<file path="src/rtl/core/tgcl_pkg.sv">
package tgcl_pkg;

	localparam int TABLE_DEPTH_DEFAULT = 256;

	localparam int OP_W = 2;
	localparam logic [OP_W-1:0] OP_LOAD   = 2'd0;
	localparam logic [OP_W-1:0] OP_CHAR   = 2'd1;
	localparam logic [OP_W-1:0] OP_CURSOR = 2'd2;

	localparam int CFG_IDX_W = 2;
	localparam logic [CFG_IDX_W-1:0] REG_FONT_VALID   = 2'd0;
	localparam logic [CFG_IDX_W-1:0] REG_GLYPH_HEIGHT = 2'd1;
	localparam logic [CFG_IDX_W-1:0] REG_FIRST_CODE   = 2'd2;
	localparam logic [CFG_IDX_W-1:0] REG_GLYPH_COUNT  = 2'd3;

	localparam logic [7:0] RESET_GLYPH_HEIGHT = 8'd8;
	localparam logic [7:0] RESET_FIRST_CODE   = 8'd32;

	localparam logic [7:0]  NEWLINE_CODE = 8'd10;
	localparam logic [15:0] HEADER_BYTES = 16'd6;
	localparam logic [7:0]  SPACER_LIMIT = 8'd128;

	localparam logic KIND_GLYPH  = 1'b0;
	localparam logic KIND_SPACER = 1'b1;

endpackage

</file>
<file path="src/rtl/core/text_glyph_cursor_locator_core.sv">
// Load, set cursor, newline and ignored items are handled without leaving the idle state.
// A character at glyph index g walks the width RAM one entry per cycle through a
// single multiply-add; a finish state after the walk registers its glyph command.
// The spacer command is presented in the cycle after the glyph command is taken.
// One item is handled at a time; the input stays stalled until the last command of a character is taken.
// Asynchronous reset clears the cursor and the configuration registers to defaults; the width RAM is not cleared.
module text_glyph_cursor_locator_core #(
	parameter int TABLE_DEPTH = tgcl_pkg::TABLE_DEPTH_DEFAULT
) (
	input  logic                             clk,
	input  logic                             arst_n,
	input  logic                             cfg_write,
	input  logic [tgcl_pkg::CFG_IDX_W-1:0]   cfg_index,
	input  logic [7:0]                       cfg_data,
	input  logic                             in_valid,
	output logic                             in_stall,
	input  logic [tgcl_pkg::OP_W-1:0]        operation,
	input  logic [7:0]                       table_index,
	input  logic [7:0]                       width_value,
	input  logic [7:0]                       char_code,
	input  logic signed [15:0]               new_x,
	input  logic signed [15:0]               new_y,
	output logic                             out_valid,
	input  logic                             out_stall,
	output logic                             command_kind,
	output logic signed [15:0]               draw_x,
	output logic signed [15:0]               draw_y,
	output logic [7:0]                       draw_width,
	output logic [7:0]                       draw_height,
	output logic [15:0]                      bitmap_offset,
	output logic                             last
);

	localparam int AW = (TABLE_DEPTH > 1) ? $clog2(TABLE_DEPTH) : 1;

	typedef enum logic [2:0] {
		ST_IDLE,
		ST_WALK,
		ST_FINISH,
		ST_EMIT_GLYPH,
		ST_EMIT_SPACER
	} state_t;

	state_t      state_q;
	logic        font_valid_q;
	logic [7:0]  glyph_height_q;
	logic [7:0]  first_code_q;
	logic [7:0]  glyph_count_q;
	logic [15:0] cursor_x_q;
	logic [15:0] cursor_y_q;
	logic [7:0]  idx_q;
	logic [7:0]  gi_q;
	logic [5:0]  rows_q;
	logic [15:0] off_q;
	logic        spacer_q;
	logic [7:0]  glyph_w_q;
	logic        rd_valid_s1;
	logic        rd_last_s1;
	logic        rd_inrange_s1;
	logic        out_valid_q;
	logic        kind_q;
	logic [15:0] x_q;
	logic [15:0] y_q;
	logic [7:0]  w_q;
	logic [7:0]  h_q;
	logic [15:0] ofs_q;
	logic        last_q;

	logic        in_acc;
	logic        out_acc;
	logic        in_font;
	logic        ram_we;
	logic [7:0]  rd_data;
	logic [7:0]  rd_width;
	logic [13:0] prod;
	logic [15:0] mac;
	logic [8:0]  font_end;
	logic [8:0]  rows_sum;

	assign in_stall = (state_q != ST_IDLE);
	assign in_acc = in_valid && !in_stall;
	assign out_acc = out_valid_q && !out_stall;

	assign font_end = {1'b0, first_code_q} + {1'b0, glyph_count_q};
	assign in_font = (char_code >= first_code_q) && ({1'b0, char_code} < font_end);
	assign rows_sum = {1'b0, glyph_height_q} + 9'd7;

	assign ram_we = in_acc && (operation == tgcl_pkg::OP_LOAD)
		&& ({1'b0, table_index} < 9'(TABLE_DEPTH));

	tgcl_width_ram #(
		.DEPTH(TABLE_DEPTH),
		.AW(AW)
	) u_width_ram (
		.clk(clk),
		.wr_en(ram_we),
		.wr_addr(table_index[AW-1:0]),
		.wr_data(width_value),
		.rd_addr(idx_q[AW-1:0]),
		.rd_data(rd_data)
	);

	assign rd_width = rd_inrange_s1 ? rd_data : 8'd0;
	assign prod = {6'd0, rd_width} * {8'd0, rows_q};
	assign mac = off_q + {2'd0, prod};

	always_ff @(posedge clk or negedge arst_n) begin
		if (!arst_n) begin
			state_q <= ST_IDLE;
			font_valid_q <= 1'b0;
			glyph_height_q <= tgcl_pkg::RESET_GLYPH_HEIGHT;
			first_code_q <= tgcl_pkg::RESET_FIRST_CODE;
			glyph_count_q <= 8'd0;
			cursor_x_q <= 16'd0;
			cursor_y_q <= 16'd0;
			rd_valid_s1 <= 1'b0;
			out_valid_q <= 1'b0;
		end else begin
			if (cfg_write) begin
				case (cfg_index)
					tgcl_pkg::REG_FONT_VALID:   font_valid_q <= cfg_data[0];
					tgcl_pkg::REG_GLYPH_HEIGHT: glyph_height_q <= cfg_data;
					tgcl_pkg::REG_FIRST_CODE:   first_code_q <= cfg_data;
					tgcl_pkg::REG_GLYPH_COUNT:  glyph_count_q <= cfg_data;
					default: ;
				endcase
			end

			rd_valid_s1 <= (state_q == ST_WALK);
			rd_last_s1 <= (idx_q == gi_q);
			rd_inrange_s1 <= ({1'b0, idx_q} < 9'(TABLE_DEPTH));

			if (rd_valid_s1 && !rd_last_s1) begin
				off_q <= mac;
			end

			case (state_q)
				ST_IDLE: begin
					if (in_acc) begin
						if (operation == tgcl_pkg::OP_CURSOR) begin
							cursor_x_q <= new_x;
							cursor_y_q <= new_y;
						end else if (operation == tgcl_pkg::OP_CHAR && font_valid_q) begin
							if (char_code == tgcl_pkg::NEWLINE_CODE) begin
								cursor_x_q <= 16'd0;
								cursor_y_q <= cursor_y_q + {8'd0, glyph_height_q};
							end else if (in_font) begin
								idx_q <= 8'd0;
								gi_q <= char_code - first_code_q;
								rows_q <= rows_sum[8:3];
								off_q <= {8'd0, glyph_count_q} + tgcl_pkg::HEADER_BYTES;
								spacer_q <= (char_code < tgcl_pkg::SPACER_LIMIT);
								state_q <= ST_WALK;
							end
						end
					end
				end
				ST_WALK: begin
					idx_q <= idx_q + 8'd1;
					if (idx_q == gi_q) begin
						state_q <= ST_FINISH;
					end
				end
				ST_FINISH: begin
					glyph_w_q <= rd_width;
					kind_q <= tgcl_pkg::KIND_GLYPH;
					x_q <= cursor_x_q;
					y_q <= cursor_y_q;
					w_q <= rd_width;
					h_q <= glyph_height_q;
					ofs_q <= off_q;
					last_q <= !spacer_q;
					out_valid_q <= 1'b1;
					state_q <= ST_EMIT_GLYPH;
				end
				ST_EMIT_GLYPH: begin
					if (out_acc) begin
						cursor_x_q <= cursor_x_q + {8'd0, glyph_w_q};
						if (spacer_q) begin
							kind_q <= tgcl_pkg::KIND_SPACER;
							x_q <= cursor_x_q + {8'd0, glyph_w_q};
							w_q <= 8'd1;
							ofs_q <= 16'd0;
							last_q <= 1'b1;
							state_q <= ST_EMIT_SPACER;
						end else begin
							out_valid_q <= 1'b0;
							state_q <= ST_IDLE;
						end
					end
				end
				ST_EMIT_SPACER: begin
					if (out_acc) begin
						cursor_x_q <= cursor_x_q + 16'd1;
						out_valid_q <= 1'b0;
						state_q <= ST_IDLE;
					end
				end
				default: begin
					out_valid_q <= 1'b0;
					state_q <= ST_IDLE;
				end
			endcase
		end
	end

	assign out_valid = out_valid_q;
	assign command_kind = kind_q;
	assign draw_x = x_q;
	assign draw_y = y_q;
	assign draw_width = w_q;
	assign draw_height = h_q;
	assign bitmap_offset = ofs_q;
	assign last = last_q;

endmodule

</file>
<file path="src/rtl/core/tgcl_width_ram.sv">
module tgcl_width_ram #(
	parameter int DEPTH = tgcl_pkg::TABLE_DEPTH_DEFAULT,
	parameter int AW = (DEPTH > 1) ? $clog2(DEPTH) : 1
) (
	input  logic          clk,
	input  logic          wr_en,
	input  logic [AW-1:0] wr_addr,
	input  logic [7:0]    wr_data,
	input  logic [AW-1:0] rd_addr,
	output logic [7:0]    rd_data
);

	logic [7:0] mem [DEPTH];

	always_ff @(posedge clk) begin
		if (wr_en) begin
			mem[wr_addr] <= wr_data;
		end
		rd_data <= mem[rd_addr];
	end

endmodule

</file>
<file path="config.mk">
export PLATFORM = sky130hd
export DESIGN_NAME = text_glyph_cursor_locator_core
export DESIGN_NICKNAME = d
export VERILOG_FILES = /design/src/rtl/core/tgcl_pkg.sv /design/src/rtl/core/text_glyph_cursor_locator_core.sv /design/src/rtl/core/tgcl_width_ram.sv
export SDC_FILE = /design/constraint.sdc
export NUM_CORES = 2
export LEC_CHECK = 0
export ABC_AREA = 0
export BUFFER_PORTS_ARGS = -buffer_cell sky130_fd_sc_hd__buf_2
export CORE_MARGIN = 5
export CORE_UTILIZATION = 55
export CTS_BUF_LIST = sky130_fd_sc_hd__clkbuf_16
export CTS_CLUSTER_SIZE = 14
export DETAILED_ROUTE_END_ITERATION = 10
export GPL_TIMING_DRIVEN = 0
export PLACE_DENSITY = 0.75
export RECOVER_POWER = 100
export SYNTH_ARGS = -nofsm -noshare
export SYNTH_HDL_FRONTEND = slang
export SYNTH_HIERARCHICAL = 1
export SYNTH_SLANG_ARGS = --single-unit
</file>
<file path="constraint.sdc">
create_clock -name clk -period 6 [get_ports clk]
set_input_delay 0.6 -clock clk [delete_from_list [all_inputs] [get_ports clk]]
set_output_delay 0.6 -clock clk [all_outputs]
set_load 0.03 [all_outputs]
</file>
# Word-level counts from Yosys, hierarchy flattened
# Memory sizes are Yosys's and may differ from the RTL's. A register that Yosys moved wholly into a read port is not among the register bits.
# Index checks and enable logic that the tools add are counted.
[word_totals]
memories = 1
regBits = 176
ramBits = 2048
[op_classes]
n_eq_ne = 23
addsub = 9
reduce_logical = 32
bitwise_logic = 3
n_mul = 1
magnitude_cmp = 3
muxes = 52
[mem_list]
columns = ["name", "depth", "width", "rd", "rd_clocked_by_memory_dff", "wr", "line", "source"]
rows = [
  ["u_width_ram.mem", 256, 8, 1, 1, 1, "tgcl_width_ram.sv:13", "logic [7:0] mem [DEPTH];"],
]
[ops]
columns = ["operator", "count"]
rows = [
  ["2-to-1 mux 16 bit", 20],
  ["case mux 16 bit (2 select lines)", 2],
  ["2-to-1 mux 8 bit", 7],
  ["case mux 16 bit (3 select lines)", 1],
  ["adder 16 x 8 -> 16 bit", 2],
  ["case mux 8 bit (2 select lines)", 2],
  ["2-to-1 mux 3 bit", 9],
  ["adder 8 x 3 -> 9 bit, second input constant", 2],
  ["inequality test 2 bit, second input constant", 9],
  ["adder 16 x 1 -> 16 bit, second input constant", 1],
  ["adder 16 x 14 -> 16 bit", 1],
  ["case mux 3 bit (5 select lines)", 1],
  ["multiplier 8 x 6 -> 14 bit", 1],
  ["AND reduction 7 bit", 2],
  ["AND reduction 4 bit", 3],
  ["AND reduction 2 bit", 5],
  ["adder 8 x 8 -> 9 bit", 1],
  ["less-than comparator 8 x 9 -> 1 bit", 1],
  ["adder 8 x 1 -> 8 bit, second input constant", 1],
  ["== test 8 x 4 -> 1 bit, second input constant", 1],
  ["== test 8 bit", 1],
  ["greater-or-equal comparator 8 bit", 1],
  ["less-than comparator 8 bit, second input constant", 1],
  ["AND reduction 8 bit", 1],
  ["20 further kinds", 47],
]

# Longest topological paths before layout
[depth]
word_depth = 9
ltp_mapped = 17

# Hierarchy
# The synthesis kept the hierarchy.
[by_module_without_submodules]
columns = ["mod", "cells_each", "instances", "area_per_inst_um2"]
rows = [
  ["tgcl_width_ram", 3733, 1, 79556.3],
  ["text_glyph_cursor_locator_core", 1088, 1, 11393.4],
]

# Worst setup path after synthesis
# OpenSTA, ideal clock, no wires.
[synth_path]
path_type = "register -> register"
from = "reg rows_q[2]"
to = "reg off_q[14] (data pin)"
path_stages_with_launch = 18
setup_ns = 0.256
synth_period_minus_slack_ns = 4.583
arrival_time_ns = 4.327
slack_ns = 1.417
n_path_buf = 0
path_cell_list = "edfxtp_1 > and2_1 > fa_1 > inv_1 > fa_1 > inv_1 > fa_1 > inv_1 > fa_1 > inv_1 > ha_1 > a21o_1 > a221oi_1 > nand3_1 > a21oi_1 > a21oi_1 > xor2_1 > o211a_1"
[synth_via]
elab_chain_cells = 9
[synth_rtl]
columns = ["element", "line", "source"]
rows = [
  ["start, declared", "text_glyph_cursor_locator_core.sv:53", "logic [5:0] rows_q;"],
  ["start signal, assigned", "text_glyph_cursor_locator_core.sv:150", "rows_q <= rows_sum[8:3];"],
  ["multiplier 8 x 6 -> 14 bit *", "text_glyph_cursor_locator_core.sv:104", "assign prod = {6'd0, rd_width} * {8'd0, rows_q};"],
  ["adder 16 x 14 -> 16 bit *", "text_glyph_cursor_locator_core.sv:105", "assign mac = off_q + {2'd0, prod};"],
  ["2-to-1 mux 16 bit *", "text_glyph_cursor_locator_core.sv:133", "if (rd_valid_s1 && !rd_last_s1) begin"],
  ["2-to-1 mux 16 bit", "text_glyph_cursor_locator_core.sv:147", "end else if (in_font) begin"],
  ["2-to-1 mux 16 bit", "text_glyph_cursor_locator_core.sv:144", "if (char_code == tgcl_pkg::NEWLINE_CODE) begin"],
  ["2-to-1 mux 16 bit", "text_glyph_cursor_locator_core.sv:143", "end else if (operation == tgcl_pkg::OP_CHAR && font_valid_q) begin"],
  ["2-to-1 mux 16 bit", "text_glyph_cursor_locator_core.sv:140", "if (operation == tgcl_pkg::OP_CURSOR) begin"],
  ["2-to-1 mux 16 bit", "text_glyph_cursor_locator_core.sv:139", "if (in_acc) begin"],
  ["2-to-1 mux 16 bit *", "text_glyph_cursor_locator_core.sv:137", "case (state_q)"],
  ["end signal, assigned", "text_glyph_cursor_locator_core.sv:134", "off_q <= mac;"],
  ["end signal, assigned", "text_glyph_cursor_locator_core.sv:151", "off_q <= {8'd0, glyph_count_q} + tgcl_pkg::HEADER_BYTES;"],
  ["end, declared", "text_glyph_cursor_locator_core.sv:54", "logic [15:0] off_q;"],
]
# Every way passes the cells marked *; elsewhere a longest branch is shown, timed or not.
# A chain may end at the register's enable or synchronous reset.

==> flow_summary.yaml <==
yosys:
  synth_area_sq_mm: 0.09095
  yosysWarnings: 6
  synth_ff_type: "edfxtp_1"
  synthDistinctLibCells: 89
  synth.top_cell.area_share_pct: 71.38
  synthTopCellsByArea: "edfxtp_1 (71%), mux4_2 (11%), dfrtp_1 (1.7%)"
  avgSynthCellArea_sq_um: 18.87
  synth.largest_area_cell: "edfxtp_1"
  synthArstFlopShare_pct: 2.778
  synth-seq-cells: 2232
  ys_seq_area_share_pct: 73.27
  syn_inst: 4821
  synth_enable_flop_cells: 2162
  synth_nets: 5007
clock_network:
  cts_max_level: 4
  clock-sinks: 2232
  clock_path_buffers: 3
  cts_tree: "done"
  clk_pin_slew_ns: 0.06
  post-cts-setup-buffers: 0
  cts-hold-fix-buffers: 17
  cts_made_buffers: 213
  clkLatencyLatePin_ns: 0.86
  clockRootBuffer: "clkbuf_16"
  ctsResizeCount: 0
final_layout:
  layout_commonest_cell: "edfxtp_1"
  multi_input_area_sq_mm: 0.02229
  seqCellArea_sq_mm: 0.06664
  nFillCells: 11361
  mostFrequentLayoutCells: "edfxtp_1 (2162), mux4_2 (454), nor2_1 (360), clkbuf_16 (216), clkbuf_1 (215)"
  final_layout_size_suffix_gt1_share_pct: 18.07
  nNetsFinal: 5392
  synthToLayoutAreaGrowth_pct: 11.44
  utilization_pct: 61.57
floorplanning:
  fp-row-count: 149
  die_width_um: 416.7
  core_sq_mm: 0.1646
  initial_core_util_pct: 55.25
  die_y_um: 416.7
  num_io_pins: 141
  dieArea_sq_mm: 0.1736
grt:
  grt-ovfl-total: 0
  grt_max_degree: 155
  grt_use_total_pct: 30.00
  grt_pass1_wl_um: 368000
  grt_pass1_vias: 49913
  grt_antenna_before_repair: 21
worst_setup_path:
  timing.rr.start: "idx_q[1]$_SDFFCE_PN0P_"
  path_buf_inv: 5
  start_kind: "flop"
  critPathCaptureType: "flop"
  rrSetupSlack_ns: -0.13
  path_class: "reg2reg"
  slowest_delay_ns: 1.17
  arrival_ns: 6.73
  cp_cell_sequence: "buf_2, buf_4, clkbuf_2, clkbuf_1, mux4_2, a221oi_1, clkbuf_1, o32ai_1, nor3_1, nor4_1"
  crit_path_frequent_cell: "clkbuf_1"
  slowest_stage: "clkbuf_1"
  crit_family: "buffers and inverters"
  r2r-end: "u_width_ram/rd_data[5]$_DFF_P_"
  cp_max_fo: 10
  cp.required_ns: 6.60
  reg2regPathDepth: 10
sta:
  timing.fmax_mhz: 163.2
  finalSetupViolations: 4
  maxSlewViolCount: 1237
  finalClockSkew_ns: 0.06475
  hold-worst-slack_ns: 0.04991
  hold_violations: 0
  relSlewSlack_pct: -290.8
  timing.final.ws_setup_ns: -0.1287
  finalCriticalPeriod_ns: 6.129
  rsz0062_at_grt: "no"
  period_share_pct: 102.1
  worst_pin_slew_ns: 5.863
hold_path:
  hp-start: "new_y[4]"
  hold_depth: 3
  hold_class: "in2reg"
  min_to: "cursor_y_q[4]$_DFFE_PN0P_"
place:
  place.gp.congestion: 0.9922
  io_buffers: 136
  post-place-ws_ns: 0.5965
  dp_hpwl_um: 176000
detailed_routing:
  detail-route-antenna-nets: 0
  first_iter_violations: 8547
  vias: 51592
  wl_um: 263600
  wl_per_cell_um: 34.80
  vias_per_cell: 6.812
  first_pass_iters: 8
  post-route-drc-count: 0
outcome:
  violations: "max-capacitance violations, max-slew violations, negative setup slack"
  outcome: "finished, violations left"
pwr:
  leakagePower_nw: 32.74
  pwr_density_cell_mw_per_mm2: 365.0
  ir_worst_vdd_mv: 0.4113
flow_run:
  max_cap_violations: 22
[cells in the mapped netlist, drive strengths merged (63+ instances only)]
library cell / n
a21oi: 152
a22oi: 137
buf: 136
clkbuf: 128
edfxtp: 2162
ha: 73
inv: 106
mux2i: 149
mux4: 456
nand2: 113
nand3: 63
nor2: 361
[kinds of logic after synthesis]
logic type | count (synthesis) | synth area share (%)
muxes | 634 | 13.30
buffers and inverters | 371 | 2.187
AOI/OAI and AO/OA | 596 | 4.496
adders and majority gates | 113 | 1.885
xor gates and xnor gates | 67 | 0.6452
and+or+nand+nor | 808 | 4.221
DFF | 2232 | 73.27
[tightest hold or removal path, cell delays in order]
cell and delay (ns):
buf_2 0.09, a21oi_1 0.06, o21ai_1 0.11
[power breakdown]
part / total, mW / switching [mW] / internal, mW
Combinational: 6.39 / 3.91 / 2.49
Sequential: 17.7 / 0.281 / 17.4
Clock: 12.9 / 5.76 / 7.15
Total: 37.0 / 9.95 / 27.0
[final cells by class]
class                           instances  share of cell area [%]
Sequential cell                      2232                   65.74
Multi-Input combinational cell       2218                   21.99
Clock buffer                          216                   5.333
Tap cell                             2189                   2.702
Buffer                                264                   1.558
Clock inverter                        166                   1.239
Timing Repair Buffer                  170                   1.006
Inverter                              107                  0.3963
Antenna cell                           12                 0.02963
[flip-flops by register name, indices dropped and copies added (netlist names), 16 cells and up]
| name | cells |
|---|---|
| u_width_ram/mem | 2048 |
| off_q | 16 |
| bitmap_offset | 16 |
| draw_y | 16 |
| cursor_y_q | 16 |
| draw_x | 16 |
| cursor_x_q | 16 |
[layer usage]
layer / vias up / track usage (%) / wire length (um)
li1: 20301 / - / -
met1: 26297 / 39.19 / 88750
met2: 4153 / 44.74 / 118900
met3: 821 / 9.548 / 37360
met4: 20 / 17.53 / 18410
met5: - / 0.3056 / 198
[through the flow]
step | total power, mW | area [sq um] | std cells | TNS [ns]
after floorplan | 22.30 | 90950 | 4821 | 0
after global placement | 24.21 | 94370 | 7146 | -0.03634
after detailed placement | 24.30 | 94850 | 7162 | 0
after CTS | 37.06 | 101700 | 7561 | 0
after global routing | 38.41 | 101300 | 7565 | 0
final | 37.00 | 101400 | 7574 | -0.2943
[how the worst max path moves through the flow]
stage / from / to / slack, ns / cells past startpoint
after detailed placement: state_q[2]$_DFFE_PN0P_ / u_width_ram/mem[128][2]$_DFFE_PP_ / 0.60 / 9
after global routing: idx_q[2]$_SDFFCE_PN0P_ / u_width_ram/rd_data[0]$_DFF_P_ / 0.12 / 8
final: idx_q[1]$_SDFFCE_PN0P_ / u_width_ram/rd_data[5]$_DFF_P_ / -0.13 / 10
after CTS: idx_q[2]$_SDFFCE_PN0P_ / u_width_ram/rd_data[1]$_DFF_P_ / 0.52 / 8
after floorplan: rows_q[2]$_DFFE_PP_ / off_q[14]$_DFFE_PP_ / 1.42 / 17
after global placement: idx_q[1]$_SDFFCE_PN0P_ / u_width_ram/rd_data[5]$_DFF_P_ / -0.04 / 9
(Power assumes the default switching activity.)
